==> src/hdl/occ_pkg.sv <==
`timescale 1ns / 1ps
package occ_pkg;

  localparam int MAX_OFFSET  = 64;
  localparam int OFFSET_W    = 7;
  localparam int CNT_W       = 32;
  localparam int THR_W       = 14;
  localparam int BYTE_W      = 8;
  localparam int PROD_W      = CNT_W + THR_W;
  localparam int QUEUE_DEPTH = 4;
  localparam int QPTR_W      = $clog2(QUEUE_DEPTH);
  localparam int TDATA_OUT_W = 104;

  localparam logic [CNT_W-1:0]    CNT_SAT        = '1;
  localparam logic [THR_W-1:0]    RATE_SCALE     = THR_W'(10000);
  localparam logic [OFFSET_W-1:0] MAX_OFFSET_VAL = OFFSET_W'(MAX_OFFSET);
  localparam logic [OFFSET_W-1:0] OFFSET_RST     = OFFSET_W'(32);
  localparam logic [THR_W-1:0]    THR_RST        = THR_W'(600);

  // input item kinds
  localparam logic OP_TEXT   = 1'b0;
  localparam logic OP_FINISH = 1'b1;

  // configuration register indexes
  localparam logic REG_MAX_OFFSET = 1'b0;
  localparam logic REG_THRESHOLD  = 1'b1;

  typedef struct packed {
    logic [OFFSET_W-1:0] max_offset;
    logic [THR_W-1:0]    threshold;
  } cfg_regs_t;

  typedef struct packed {
    logic              op;
    logic [BYTE_W-1:0] text_byte;
  } q_item_t;

  typedef struct packed {
    logic [OFFSET_W-1:0] offset;
    logic [CNT_W-1:0]    hits;
    logic [CNT_W-1:0]    pairs;
    logic [CNT_W-1:0]    total;
    logic                last;
  } rpt_item_t;

endpackage

==> src/hdl/occ_report.sv <==
`timescale 1ns / 1ps
module occ_report (
  input  logic                              clk,
  input  logic                              rst,
  input  occ_pkg::cfg_regs_t                cfg,
  input  logic                              rpt_valid,
  output logic                              rpt_ready,
  input  occ_pkg::rpt_item_t                rpt_item,
  output logic                              m_axis_tvalid,
  input  logic                              m_axis_tready,
  output logic [occ_pkg::TDATA_OUT_W-1:0]   m_axis_tdata,
  output logic                              m_axis_tuser,
  output logic                              m_axis_tlast
);
  import occ_pkg::*;

  logic              a_valid;
  rpt_item_t         a_item;
  logic [PROD_W-1:0] a_lhs;
  logic [PROD_W-1:0] a_rhs;
  logic              a_nz;
  logic              out_free;

  assign out_free  = !m_axis_tvalid || m_axis_tready;
  assign rpt_ready = !a_valid || out_free;

  always_ff @(posedge clk) begin
    if (rst) begin
      a_valid       <= 1'b0;
      m_axis_tvalid <= 1'b0;
    end else begin
      if (rpt_ready) begin
        a_valid <= rpt_valid;
      end
      if (out_free) begin
        m_axis_tvalid <= a_valid;
      end
    end
  end

  // product stage: both sides of the rate compare
  always_ff @(posedge clk) begin
    if (rpt_ready && rpt_valid) begin
      a_item <= rpt_item;
      a_lhs  <= PROD_W'(rpt_item.hits) * PROD_W'(RATE_SCALE);
      a_rhs  <= PROD_W'(rpt_item.pairs) * PROD_W'(cfg.threshold);
      a_nz   <= (rpt_item.pairs != '0);
    end
  end

  always_ff @(posedge clk) begin
    if (out_free && a_valid) begin
      m_axis_tdata <= {1'b0, a_item.total, a_item.pairs, a_item.hits, a_item.offset};
      m_axis_tuser <= a_nz && (a_lhs > a_rhs);
      m_axis_tlast <= a_item.last;
    end
  end

endmodule

==> config.mk <==
export PLATFORM = sky130hd
export DESIGN_NAME = occ_report
export DESIGN_NICKNAME = d
export VERILOG_FILES = /design/src/hdl/occ_pkg.sv /design/src/hdl/occ_report.sv
export SDC_FILE = /design/constraint.sdc
export NUM_CORES = 2
export LEC_CHECK = 0
export ABC_AREA = 1
export BUFFER_PORTS_ARGS = -buffer_cell sky130_fd_sc_hd__buf_2
export CAP_MARGIN = 30
export CORE_MARGIN = 2
export CORE_UTILIZATION = 55
export CTS_BUF_LIST = sky130_fd_sc_hd__clkbuf_8
export DETAILED_ROUTE_END_ITERATION = 10
export PLACE_DENSITY = 0.74
export RECOVER_POWER = 100
export SKIP_CTS_REPAIR_TIMING = 1
export SLEW_MARGIN = 20
export SYNTH_ARGS = -nofsm -noshare
export SYNTH_HDL_FRONTEND = slang
export SYNTH_SLANG_ARGS = --single-unit
export TNS_END_PERCENT = 10
==> constraint.sdc <==
create_clock -name clk -period 18.6 [get_ports clk]
set_input_delay 2.79 -clock clk [delete_from_list [all_inputs] [get_ports clk]]
set_output_delay 2.79 -clock clk [all_outputs]
set_load 0.05 [all_outputs]
* Word level (Yosys, flattened, before mapping)
Cells that the tools add are included.
** Storage, ports and cells
- Bits in registers :: 300
- Word-level logic and storage cells :: 24
- Input bits :: 129
- Output and inout port bits :: 108
** Operators by class
- $lt $le $gt $ge :: 1
- Reduce and logical (&&, ||, !) cells :: 8
- Multiply operators :: 2
** Operators with widths (number)
- 46-bit > comparator :: 1
- 32-bit by 14-bit multiplier with 46-bit output :: 1
- 32-bit by 10-bit multiplier with 42-bit output (second input constant) :: 1
- 32-bit nonzero test :: 1
- 1-bit logical AND :: 3
- 1-bit zero test :: 2
- 1-bit logical OR :: 2

* Depth between registers and ports, before layout
- Depth in word-level cells :: 4
- Gate-level depth with buffers :: 28
- Mapped depth without buffers :: 27

* Worst setup path after synthesis
OpenSTA, ideal clock, no wires.
- Path type :: input-to-reg
- Start :: input m_axis_tready
- End :: register m_axis_tdata[0] in the netlist's numbering (enable)
- Path buffers :: 0
- Stages on the path :: 2
- Arrival :: 7.894 ns
- Slack :: 10.103 ns
- Data required time :: 17.997 ns
- Cells stage by stage :: inv_1 -> a21oi_1
** Between the ends
- Word-level cells in the longest chain between the ends :: 2
** Ends and longest elaborated chain
- from (decl) :: line occ_report.sv:10 : input logic m_axis_tready,
- 1-bit logical OR :: line occ_report.sv:24 : assign out_free = !m_axis_tvalid || m_axis_tready;
- 1-bit logical AND :: line occ_report.sv:52 : if (out_free && a_valid) begin
- to (signal assigned) :: line occ_report.sv:53 : m_axis_tdata <= {1'b0, a_item.total, a_item.pairs, a_item.hits, a_item.offset};
- to (decl) :: line occ_report.sv:11 : output logic [occ_pkg::TDATA_OUT_W-1:0] m_axis_tdata,
Every way passes these cells.
A chain may end at the register's enable or synchronous reset.

* Final worst setup path
- Start :: input rpt_item[49] in the netlist's numbering
- End :: register a_rhs[39], data pin
** Between the ends
- Word-level cells in the longest chain between the ends :: 1
** Ends and longest elaborated chain
- from (decl) :: line occ_report.sv:8 : input occ_pkg::rpt_item_t rpt_item,
- 32-bit by 14-bit multiplier with 46-bit output :: line occ_report.sv:46 : a_rhs <= PROD_W'(rpt_item.pairs) * PROD_W'(cfg.threshold);
- to (signal assigned) :: line occ_report.sv:46
- to (decl) :: line occ_report.sv:20 : logic [PROD_W-1:0] a_rhs;
Every way passes these cells.

==> flow_metrics.py <==
metrics = {
    "run_status": {
        "status": "finished, violations left",
        "violations": "max-capacitance violations, max-slew violations",
    },
    "setup_path": {
        "criticalPathCategory": "in -> reg",
        "crit_start": "rpt_item[49]",
        "timing.rr.start": "m_axis_tvalid",
        "end_kind": "flip-flop",
        "path_max_fanout": 16,
        "cp.arrival_ns": 8.54,
        "worstSetupEndpoint": "a_rhs[39]",
        "crit_required_ns": 19.01,
        "r2r_cells": 4,
        "rrSetupSlack_ns": 12.56,
        "cp-start-kind": "input pin",
        "rr_endpoint": "a_rhs[39]",
    },
    "cts": {
        "path_clk_slew_ns": 0.06,
        "h-tree-depth": 2,
        "clk_latency_ns": 0.67,
        "cts_tree": "built",
        "cts_buffer_depth": 3,
        "root_buffer": "clkbuf_8",
        "cts.sinks": 296,
        "numCtsBuffers": 52,
    },
    "timing": {
        "tns_ns": 0,
        "finalCriticalPeriod_ns": 8.13,
        "slew_headroom": -2.44,
        "min_period_over_period": 0.437,
        "setup_violations": 0,
        "tightest_slew_ns": 5.17,
        "max_freq_mhz": 123,
        "rsz0062_at_grt": "no",
        "hold_viol_final": 0,
        "drv_slew": 301,
        "finClkSkew_ns": 0.0301,
    },
    "hold_path": {
        "hold_start": "a_item[4]",
        "hold_class": "reg -> reg",
    },
    "yosys": {
        "synthCells": 3581,
        "synth_compound_area_frac": 0.0215,
        "synth.top_cell.area_share": 0.280,
        "synth_cell_types": 32,
        "muxShareOfSynthArea": 0,
        "yosysSeqAreaShare": 0.281,
        "synth_top_area_cell": "edfxtp_1",
        "syn_nets": 4420,
        "synth_warnings": 0,
        "synthSimpleGateAreaFrac": 0.168,
        "syn-cell-area_um2": 31600,
        "synth_xor_area_frac": 0.0130,
        "synth-seq-cells": 296,
        "synth_area_leaders": "edfxtp_1, fa_1, nand2_1",
        "synth_fa_ha_area_frac": 0.386,
        "synth_top_family_by_area": "adder cells",
        "syn_avg_cell_area_um2": 8.82,
    },
    "floorplanning": {
        "ios": 237,
        "core_um2": 56600,
        "die_x_um": 244,
        "die_area_um2": 59400,
        "fp.dieH_um": 244,
        "initial_utilization": 0.558,
        "rows": 87,
    },
    "placement": {
        "gp_congestion": 0.915,
        "io_buffers": 228,
        "dp_hpwl_um": 53100,
    },
    "drt": {
        "remaining_drc_errors": 0,
        "wl_per_cell_um": 15.0,
        "vias": 22700,
        "via_per_inst": 4.95,
        "dr.pass1.iters": 5,
        "antenna_left": 0,
        "finalWirelength_um": 68900,
        "drt-initial-drc-count": 1316,
    },
    "flow_run": {
        "maxCapViolCount": 5,
    },
    "global_route": {
        "grt_overflow": 0,
        "grt_pass1_vias": 23600,
        "grt_max_degree": 136,
        "antenna_found_initial": 2,
        "gr-usage-all-layers": 0.243,
        "grt_pass1_wl_um": 116000,
    },
    "layout": {
        "areaGrowthSynthToFinish_pct": 8.07,
        "drive_gt1_frac": 0.0438,
        "nets": 4631,
        "final_util": 0.603,
    },
}
worst max-delay path, stage by stage:
cell and delay [ns]:
clkbuf_1 0.78, nand2_1 0.19, fa_1 0.54, fa_1 0.52
inv_1 0.05, fa_1 0.58, fa_1 0.46, fa_1 0.52
inv_1 0.06, fa_1 0.48, inv_1 0.04, ha_1 0.37
nand2_1 0.13, nor2_1 0.25, nand2_1 0.11, nor2_1 0.10
nand2_1 0.07, nand3_1 0.20, nand2_1 0.15, nand3_1 0.10
nand2_1 0.05
sequential cells by signal, indices dropped and copies added, names as in the netlist:
signal	count
m_axis_tdata	103
m_axis_tlast	1
a_lhs	38
a_valid	1
a_item	104
a_rhs	46
a_nz	1
m_axis_tvalid	1
m_axis_tuser	1
layer usage:
metal  global-route usage  vias up  routed length (um)
met4               0.0802        2                2020
met5                    0        -                  13
li1                     -    11000                   -
met2                0.415      734               33500
met3               0.0397      148                4990
met1                0.317    10900               28300
Yosys cell counts:
cell / n
nand4_1: 10
nor2_1: 120
inv_1: 1017
o21bai_1: 10
o21a_1: 2
o21ai_0: 24
inv_2: 3
buf_4: 1
and2_0: 1
a21oi_1: 84
ha_1: 270
clkbuf_1: 74
a21o_1: 3
xor2_1: 38
nor2_2: 14
nor3_1: 14
fa_1: 440
edfxtp_1: 294
nor4_1: 9
xnor2_1: 9
conb_1: 1
a31oi_1: 4
nand2_2: 31
nand2_1: 1019
dfxtp_1: 2
and2_1: 2
or2_1: 2
nand3_1: 58
nand3b_1: 2
nor2_4: 9
nor2b_1: 1
nand3_2: 13
cells by family after synthesis:
logic type,Yosys count
xor gates and xnor gates,47
and+or+nand+nor,1305
adders and majority gates,710
buffers and inverters,1095
AOI/OAI and AO/OA,127
other,1
DFF,296
worst min-delay path by stage:
stage	to	slack [ns]	cells after the start
after CTS	m_axis_tdata[24]	0.41	0
after global placement	m_axis_tdata[93]	0.40	0
final	m_axis_tdata[74]	0.41	0
after floorplan	m_axis_tdata[0]	0.40	0
after detailed placement	m_axis_tdata[15]	0.40	0
after global routing	m_axis_tdata[24]	0.41	0
cells in the final DEF (no fill, tap or decap), types with 2 or more instances in the layout:
cell type / count
nor2_1: 121
and2_1: 2
xor2_1: 38
nand3_2: 4
nand3_1: 67
nor3_1: 14
nor2_4: 8
edfxtp_1: 294
nand4_1: 10
clkinv_2: 2
clkinvlp_4: 2
nand3b_1: 2
buf_2: 57
fa_1: 440
nand2_2: 16
a21o_1: 3
inv_2: 3
nand2_1: 1034
bufinv_16: 3
a31oi_1: 4
clkbuf_1: 175
inv_1: 1037
clkinv_1: 8
ha_1: 270
o21bai_1: 10
a21oi_1: 84
clkbuf_8: 55
o21a_1: 2
nor4_1: 9
xnor2_1: 9
o21ai_0: 24
dfxtp_1: 2
nor2_2: 14
layout make-up:
cell class                 instances  area [um2]
antenna                            1        2.50
clock buffer                      55         757
clock inverter                    39         277
timing repair buffer             232         942
tap                              756         946
multi-input combinational       2190       18500
inverter                        1020        3830
fill                            5056       22500
sequential                       296        8870
metrics by stage:
stage / instance area (um2) / setup WS [ns] / std cells / hold slack (ns)
global route: 34100 / 9.98 / 4589 / 0.413
detailed placement: 33400 / 10.09 / 4493 / 0.405
finish: 34100 / 10.47 / 4589 / 0.412
floorplan: 31600 / 10.10 / 3581 / 0.400
global placement: 33400 / 10.13 / 4493 / 0.400
CTS: 34500 / 10.78 / 4587 / 0.407
Power is left out: the tool's default activity adds up to more than one toggle a clock period on the data nets, which glitch-free logic cannot reach.
