===== src/hdl/occ_pkg.sv =====
`timescale 1ns / 1ps
package occ_pkg;

  localparam int MAX_OFFSET  = 64;
  localparam int OFFSET_W    = 7;
  localparam int CNT_W       = 32;
  localparam int THR_W       = 14;
  localparam int BYTE_W      = 8;
  localparam int PROD_W      = CNT_W + THR_W;
  localparam int QUEUE_DEPTH = 4;
  localparam int QPTR_W      = $clog2(QUEUE_DEPTH);
  localparam int TDATA_OUT_W = 104;

  localparam logic [CNT_W-1:0]    CNT_SAT        = '1;
  localparam logic [THR_W-1:0]    RATE_SCALE     = THR_W'(10000);
  localparam logic [OFFSET_W-1:0] MAX_OFFSET_VAL = OFFSET_W'(MAX_OFFSET);
  localparam logic [OFFSET_W-1:0] OFFSET_RST     = OFFSET_W'(32);
  localparam logic [THR_W-1:0]    THR_RST        = THR_W'(600);

  // input item kinds
  localparam logic OP_TEXT   = 1'b0;
  localparam logic OP_FINISH = 1'b1;

  // configuration register indexes
  localparam logic REG_MAX_OFFSET = 1'b0;
  localparam logic REG_THRESHOLD  = 1'b1;

  typedef struct packed {
    logic [OFFSET_W-1:0] max_offset;
    logic [THR_W-1:0]    threshold;
  } cfg_regs_t;

  typedef struct packed {
    logic              op;
    logic [BYTE_W-1:0] text_byte;
  } q_item_t;

  typedef struct packed {
    logic [OFFSET_W-1:0] offset;
    logic [CNT_W-1:0]    hits;
    logic [CNT_W-1:0]    pairs;
    logic [CNT_W-1:0]    total;
    logic                last;
  } rpt_item_t;

endpackage


===== src/hdl/occ_front.sv =====
`timescale 1ns / 1ps
module occ_front (
  input  logic                           clk,
  input  logic                           rst,
  input  logic                           s_axis_tvalid,
  output logic                           s_axis_tready,
  input  logic [occ_pkg::BYTE_W-1:0]     s_axis_tdata,   // text_byte
  input  logic                           s_axis_tuser,   // op
  input  logic                           cfg_valid,
  output logic                           cfg_ready,
  input  logic                           cfg_index,
  input  logic [occ_pkg::THR_W-1:0]      cfg_data,
  output occ_pkg::cfg_regs_t             cfg,
  output logic                           q_valid,
  input  logic                           q_pop,
  output occ_pkg::q_item_t               q_head
);
  import occ_pkg::*;

  q_item_t             queue [QUEUE_DEPTH];
  logic [QPTR_W-1:0]   wr_ptr;
  logic [QPTR_W-1:0]   rd_ptr;
  logic [QPTR_W:0]     count;
  logic                push;
  logic                pop;

  assign cfg_ready     = 1'b1;
  assign s_axis_tready = (count != (QPTR_W+1)'(QUEUE_DEPTH));
  assign q_valid       = (count != '0);
  assign q_head        = queue[rd_ptr];
  assign push          = s_axis_tvalid && s_axis_tready;
  assign pop           = q_pop && q_valid;

  always_ff @(posedge clk) begin
    if (rst) begin
      cfg.max_offset <= OFFSET_RST;
      cfg.threshold  <= THR_RST;
    end else if (cfg_valid && cfg_ready) begin
      unique case (cfg_index)
        REG_MAX_OFFSET: cfg.max_offset <= cfg_data[OFFSET_W-1:0];
        REG_THRESHOLD:  cfg.threshold  <= cfg_data;
        default: ;
      endcase
    end
  end

  always_ff @(posedge clk) begin
    if (rst) begin
      wr_ptr <= '0;
      rd_ptr <= '0;
      count  <= '0;
    end else begin
      if (push) begin
        wr_ptr <= wr_ptr + 1'b1;
      end
      if (pop) begin
        rd_ptr <= rd_ptr + 1'b1;
      end
      if (push && !pop) begin
        count <= count + 1'b1;
      end else if (pop && !push) begin
        count <= count - 1'b1;
      end
    end
  end

  always_ff @(posedge clk) begin
    if (push) begin
      queue[wr_ptr] <= '{op: s_axis_tuser, text_byte: s_axis_tdata};
    end
  end

endmodule


===== config.mk =====
export PLATFORM = sky130hd
export DESIGN_NAME = occ_front
export DESIGN_NICKNAME = d
export VERILOG_FILES = /design/src/hdl/occ_pkg.sv /design/src/hdl/occ_front.sv
export SDC_FILE = /design/constraint.sdc
export NUM_CORES = 1
export LEC_CHECK = 0
export ABC_AREA = 0
export BUFFER_PORTS_ARGS = -buffer_cell sky130_fd_sc_hd__buf_2
export CAP_MARGIN = 20
export CORE_UTILIZATION = 56
export DETAILED_ROUTE_END_ITERATION = 6
export GPL_TIMING_DRIVEN = 0
export PLACE_DENSITY = 0.83
export RECOVER_POWER = 100
export SLEW_MARGIN = 20
export SYNTH_ARGS = -nofsm -noshare
export SYNTH_HDL_FRONTEND = slang
export SYNTH_SLANG_ARGS = --single-unit
export TNS_END_PERCENT = 10

===== constraint.sdc =====
create_clock -name clk -period 3 [get_ports clk]
set_clock_uncertainty 0.1 [all_clocks]
set_input_delay 0.3 -clock clk [delete_from_list [all_inputs] [get_ports clk]]
set_output_delay 0.3 -clock clk [all_outputs]
set_load 0.05 [all_outputs]

---- Word-level counts from Yosys, hierarchy flattened ----
Memories as Yosys holds them, arrays and structs flattened. A register that Yosys moved wholly into a read port is not among the register bits.
Index checks and enable logic that the tools add are counted.
word-level totals
  bits in registers ....................... 28
  latch bits .............................. 0
  memory bits (writable) .................. 36
  bits in read-only memories .............. 0
  word-level logic and storage cells ...... 28
  memories ................................ 1
cells by class
  add/subtract/negate cells ............... 4
  $mul .................................... 0
  div/mod/pow operators ................... 0
  $lt $le $gt $ge ......................... 0
  equality and inequality tests ........... 1
  shifts and indexed selects .............. 0
  mux-type cells .......................... 6
  bitwise gates (word level) .............. 1
  reduce and logical (&&, ||, !) cells .... 10
memories
  memory  depth  width  rd ports  clocked after memory_dff  write ports  RTL line         text
  queue   4      9      1         1                         1            occ_front.sv:20  q_item_t queue [QUEUE_DEPTH];
operators by type and width
  operator             number
  $mux 3               2
  $add 2x1->2 const B  2
  $logic_and 1x1->1    4
  $mux 2               2
  $reduce_and 2->1     2
  $add 3x1->3 const B  1
  $ne 3x3->1 const B   1
  $reduce_bool 3->1    1
  $sub 3x1->3 const B  1
  $logic_not 1->1      2
  $mux 1               2
  $reduce_bool 2->1    1
  $not 1->1            1

---- Longest topological paths before layout ----
  depth after elaboration ................. 6
  mapped depth ............................ 8

---- Worst setup path after synthesis ----
No wires, ideal clock.
  path type ............................... reg2reg
  start point ............................. register count[0]
  end point ............................... register count[2]
  setup time .............................. 70 ps
  arrival ................................. 1,919 ps
  slack ................................... 911 ps
  stages on the path, launching flop included .. 9
  path buffers ............................ 0
  period minus slack after synthesis ...... 2,089 ps
  cells stage by stage .................... dfxtp_1 -> nor2_2 -> a21boi_4 -> ha_1 -> inv_1 -> fa_1 -> xor2_1 -> or3_1 -> a21oi_1
between the ends
  word-level cells in the longest chain between the ends .. 5
  elaborated cells between the ends (all ways) .. 13
  classes of those cells .................. add/sub (2); eq/ne (1); mux (2); reduce/logical (8)
ends and longest elaborated chain
  element                             RTL line         text
  start: declaration                  occ_front.sv:23  logic [QPTR_W:0] count;
  start signal: assignment            occ_front.sv:60  count <= count + 1'b1;
  start signal: assignment            occ_front.sv:62  count <= count - 1'b1;
  $ne 3x3->1 *                        occ_front.sv:28  assign s_axis_tready = (count != (QPTR_W+1)'(QUEUE_DEPTH));
  $logic_and 1x1->1 *                 occ_front.sv:31  assign push = s_axis_tvalid && s_axis_tready;
  net push                            occ_front.sv:24  logic push;
  $logic_not 1->1                     occ_front.sv:61  end else if (pop && !push) begin
  $logic_and 1x1->1                   occ_front.sv:61
  $reduce_bool 2->1 (no source line)  --
Mark *: on every way through the listed nets, which the timed path passes. The rest lies on a longest branch. The select of a mux whose other input is x is not followed.
A chain may end at the register's enable or synchronous reset.

==> results.md <==
* Post-Synth Simple-Gate Area at 0.105
* Pin count of the biggest net entering global routing at 12
* CTS tree: built
* Post-synthesis cell area at 2530 um^2
* Pwr Density at 848 nW/um^2
* Final setup fails at 0
* Crit path to: q_head[2]
* DRC at 0
* Num CTS Buffers at 9
* Worst-skew pair later-pin latency at 0.32 ns
* Wire per inst at 14.3 um
* Total GRT Usage at 0.196
* Clock sinks at 66
* Synth Register Bits at 66
* Die ar. at 4790 um^2
* Vias in the first global route at 1521
* ANT nets after route at 0
* # Post-CTS Setup Buffers at 0
* Final Hold Vio Count at 0
* Crit-path slowest cell: mux4_2
* # rows at 24
* Synth top area share at 0.427
* NumNets Final at 289
* R2R Setup Slk at 0.77 ns
* Cell Area, Placed at 2900 um^2
* Largest stage delay, worst path at 0.61 ns
* GP Congestion at 0.730
* Initial Utilization at 0.581
* Cell breakdown of the critical path: clkbuf_1 > mux4_2 > clkbuf_1
* Slew Viols, Final at 0
* # IOs at 62
* Cts repair resizes at 0
* Placeable Area at 4350 um^2
* Worst-Margin Slew at 0.735 ns
* Leading area contributor after synthesis: edfxtp_1
* R2R depth at 8
* CP Depth at 3
* Sequential-to-total area share from yosys stat at 0.665
* Vias per cell at 5.10
* Max-cap violations at 0
* Post-synthesis mux area share at 0.116
* XOR/XNOR Fraction of Synth Area at 0.0138
* Post-route cell area at 3020 um^2
* Fin crit period at 2.50 ns
* FF-to-FF End: count[2]$_SDFFE_PP0P_
* Data required time of the worst path at 2.60 ns
* Synth area leaders: edfxtp_1, dfxtp_1, mux4_2, nand2_1, mux2i_1
* Synth Area per Inst at 13.8 um^2
* Initial antenna violation count at 0
* WHS at 0.0965 ns
* Delay-heaviest family, CP: buffers and inverters
* Status: finished, final reports clean
* Root Buffer: clkbuf_8
* Layout cells sized above 1 at 0.174
* Worst Path Buf+Inv at 2
* Core Util, Final at 0.694
* CP arrival at 2.10 ns
* Adder-Cell Fraction of Synth Area at 0.0326
* Setup crit start kind: flip-flop
* # diodes at 0
* GR Overflow Total at 0
* CTS Hold Buffers Added at 0
* Net Count, Synth at 218
* Synth warn at 0
* H-tree levels at 3
* Fmax at 400 MHz
* Post-Syn Instances at 183
* Compound-Gate Fraction of Synth Area at 0.0430
* Via count of the routed design at 1581
* Dpl hpwl at 3130 um
* Critical path class: flip-flop to output port
* Relative slew slack at 0.510
* Sum Neg Setup Slack at 0 ns
* Drt first pass iters at 4
* First-pass GRT wire length at 7040 um
* CP max FO at 9
* Die H at 69.2 um
* Drt total wl at 4430 um
* Combinational family with the most area after synthesis: multiplexers
* Pwr Total at 2.56 mW
* Die width at 69.2 um
* P_leak at 1.14 nW
* Area growth syn-to-layout at 19.4%
* Initial DRC Count at 161
* Hold Crit Class: primary input to flip-flop
* Tcrit/Tclk final at 0.833
* Worst-path clk slew at 0.07 ns
* Post-synth cell types at 27
* Max VDD drop at 524 uV
* Clock Tree Buf Depth at 2
* Most frequent CP cell: clkbuf_1
* Buffers added on ports at 60
* Crit end category: output port
* Crit Reg-Reg Startpoint: count[0]$_SDFFE_PP0P_
* RSZ-0062 raised after global routing: no
[registers in the layout, indices dropped and copies added (netlist names), named ones only]
| name | count |
|---|---|
| queue | 36 |
| count | 3 |
| wr_ptr | 2 |
| rd_ptr | 2 |
| cfg | 21 |
[cells by family (layout without fill, tap and decap cells)]
| kind of cell | count (synthesis) | in the layout |
|---|---|---|
| other cells | 1 | 1 |
| xor+xnor | 4 | 4 |
| flops | 66 | 66 |
| mux | 18 | 18 |
| compound gates | 16 | 16 |
| fa+ha+maj | 6 | 6 |
| buf+inv | 13 | 88 |
| simple gates | 59 | 59 |
[final cells by class]
cell class	count	area, um^2
Buffer	9	40.0
Clock buffer	13	180
Clock inverter	2	10.0
Fill cell	318	1330
Inverter	4	15.0
Multi-Input combinational cell	104	782
Sequential cell	66	1680
Tap cell	52	65.1
Timing Repair Buffer	60	246
[stage by stage]
step	cells	setup WS [ns]
2_1_floorplan	183	0.911
3_3_place_gp	295	0.801
3_5_place_dp	295	0.789
4_1_cts	310	0.767
5_1_grt	310	0.373
6_report	310	0.502
[cells in the mapped netlist (all sizes together)]
cell type and number:
edfxtp 36, dfxtp 30, nand2 30, nor2 15, a21oi 11, mux4 9, mux2i 8, buf 6
and2 5, ha 5, inv 4, nand3b 4, xor2 4, clkbuf 3, nand2b 3, or3 2
a211o 1, a21boi 1, conb 1, fa 1, mux2 1, o21ai 1, o311ai 1, o31ai 1
[power breakdown]
part | total, mW | switching (mW) | internal [mW]
registers | 1.12 | 0.0551 | 1.06
logic | 0.755 | 0.528 | 0.227
clock network | 0.692 | 0.303 | 0.389
total | 2.56 | 0.886 | 1.68
[worst min-delay path by stage]
| stage | depth (start not counted) | slack (ns) | end | start |
|---|---|---|---|---|
| 2_1_floorplan | 0 | 0.30 | queue[0][0]$_DFFE_PP_ | s_axis_tdata[0] |
| 3_3_place_gp | 1 | 0.34 | cfg[19]$_SDFFE_PP1P_ | cfg[19]$_SDFFE_PP1P_ |
| 3_5_place_dp | 2 | 0.35 | cfg[2]$_SDFFE_PP0P_ | cfg[2]$_SDFFE_PP0P_ |
| 4_1_cts | 1 | 0.07 | queue[0][5]$_DFFE_PP_ | s_axis_tdata[5] |
| 5_1_grt | 3 | 0.11 | cfg[9]$_SDFFE_PP1P_ | cfg_data[9] |
| 6_report | 3 | 0.1 | cfg[9]$_SDFFE_PP1P_ | cfg_data[9] |
[layer usage]
layer | part of all wire | vias up | GRT usage
li1 | - | 786 | -
met1 | 0.43 | 752 | 0.245
met2 | 0.51 | 33 | 0.311
met3 | 0.030 | 10 | 0.0436
met4 | 0.024 | 0 | 0.122
met5 | 0 | - | 0
[worst reg2reg max path: stages (launching register included)]
cell and delay [ns]:
dfxtp_1 0.44, nor2_1 0.13, a21boi_4 0.26, ha_1 0.22
inv_1 0.06, fa_1 0.38, xor2_1 0.15, or3_1 0.30
a21oi_1 0.13
[layout by cell type, fill, tap and decap left out, types with 2 or more instances in the layout]
| cell type | n |
|---|---|
| clkbuf_1 | 50 |
| edfxtp_1 | 36 |
| nand2_1 | 30 |
| dfxtp_1 | 30 |
| buf_2 | 19 |
| nor2_1 | 15 |
| a21oi_1 | 11 |
| clkbuf_8 | 11 |
| mux4_2 | 9 |
| mux2i_1 | 8 |
| ha_1 | 5 |
| inv_1 | 4 |
| and2_0 | 4 |
| xor2_1 | 4 |
| nand3b_1 | 4 |
| nand2b_1 | 3 |
| clkinv_2 | 2 |
No activity file was read; power rests on OpenSTA's default activity.
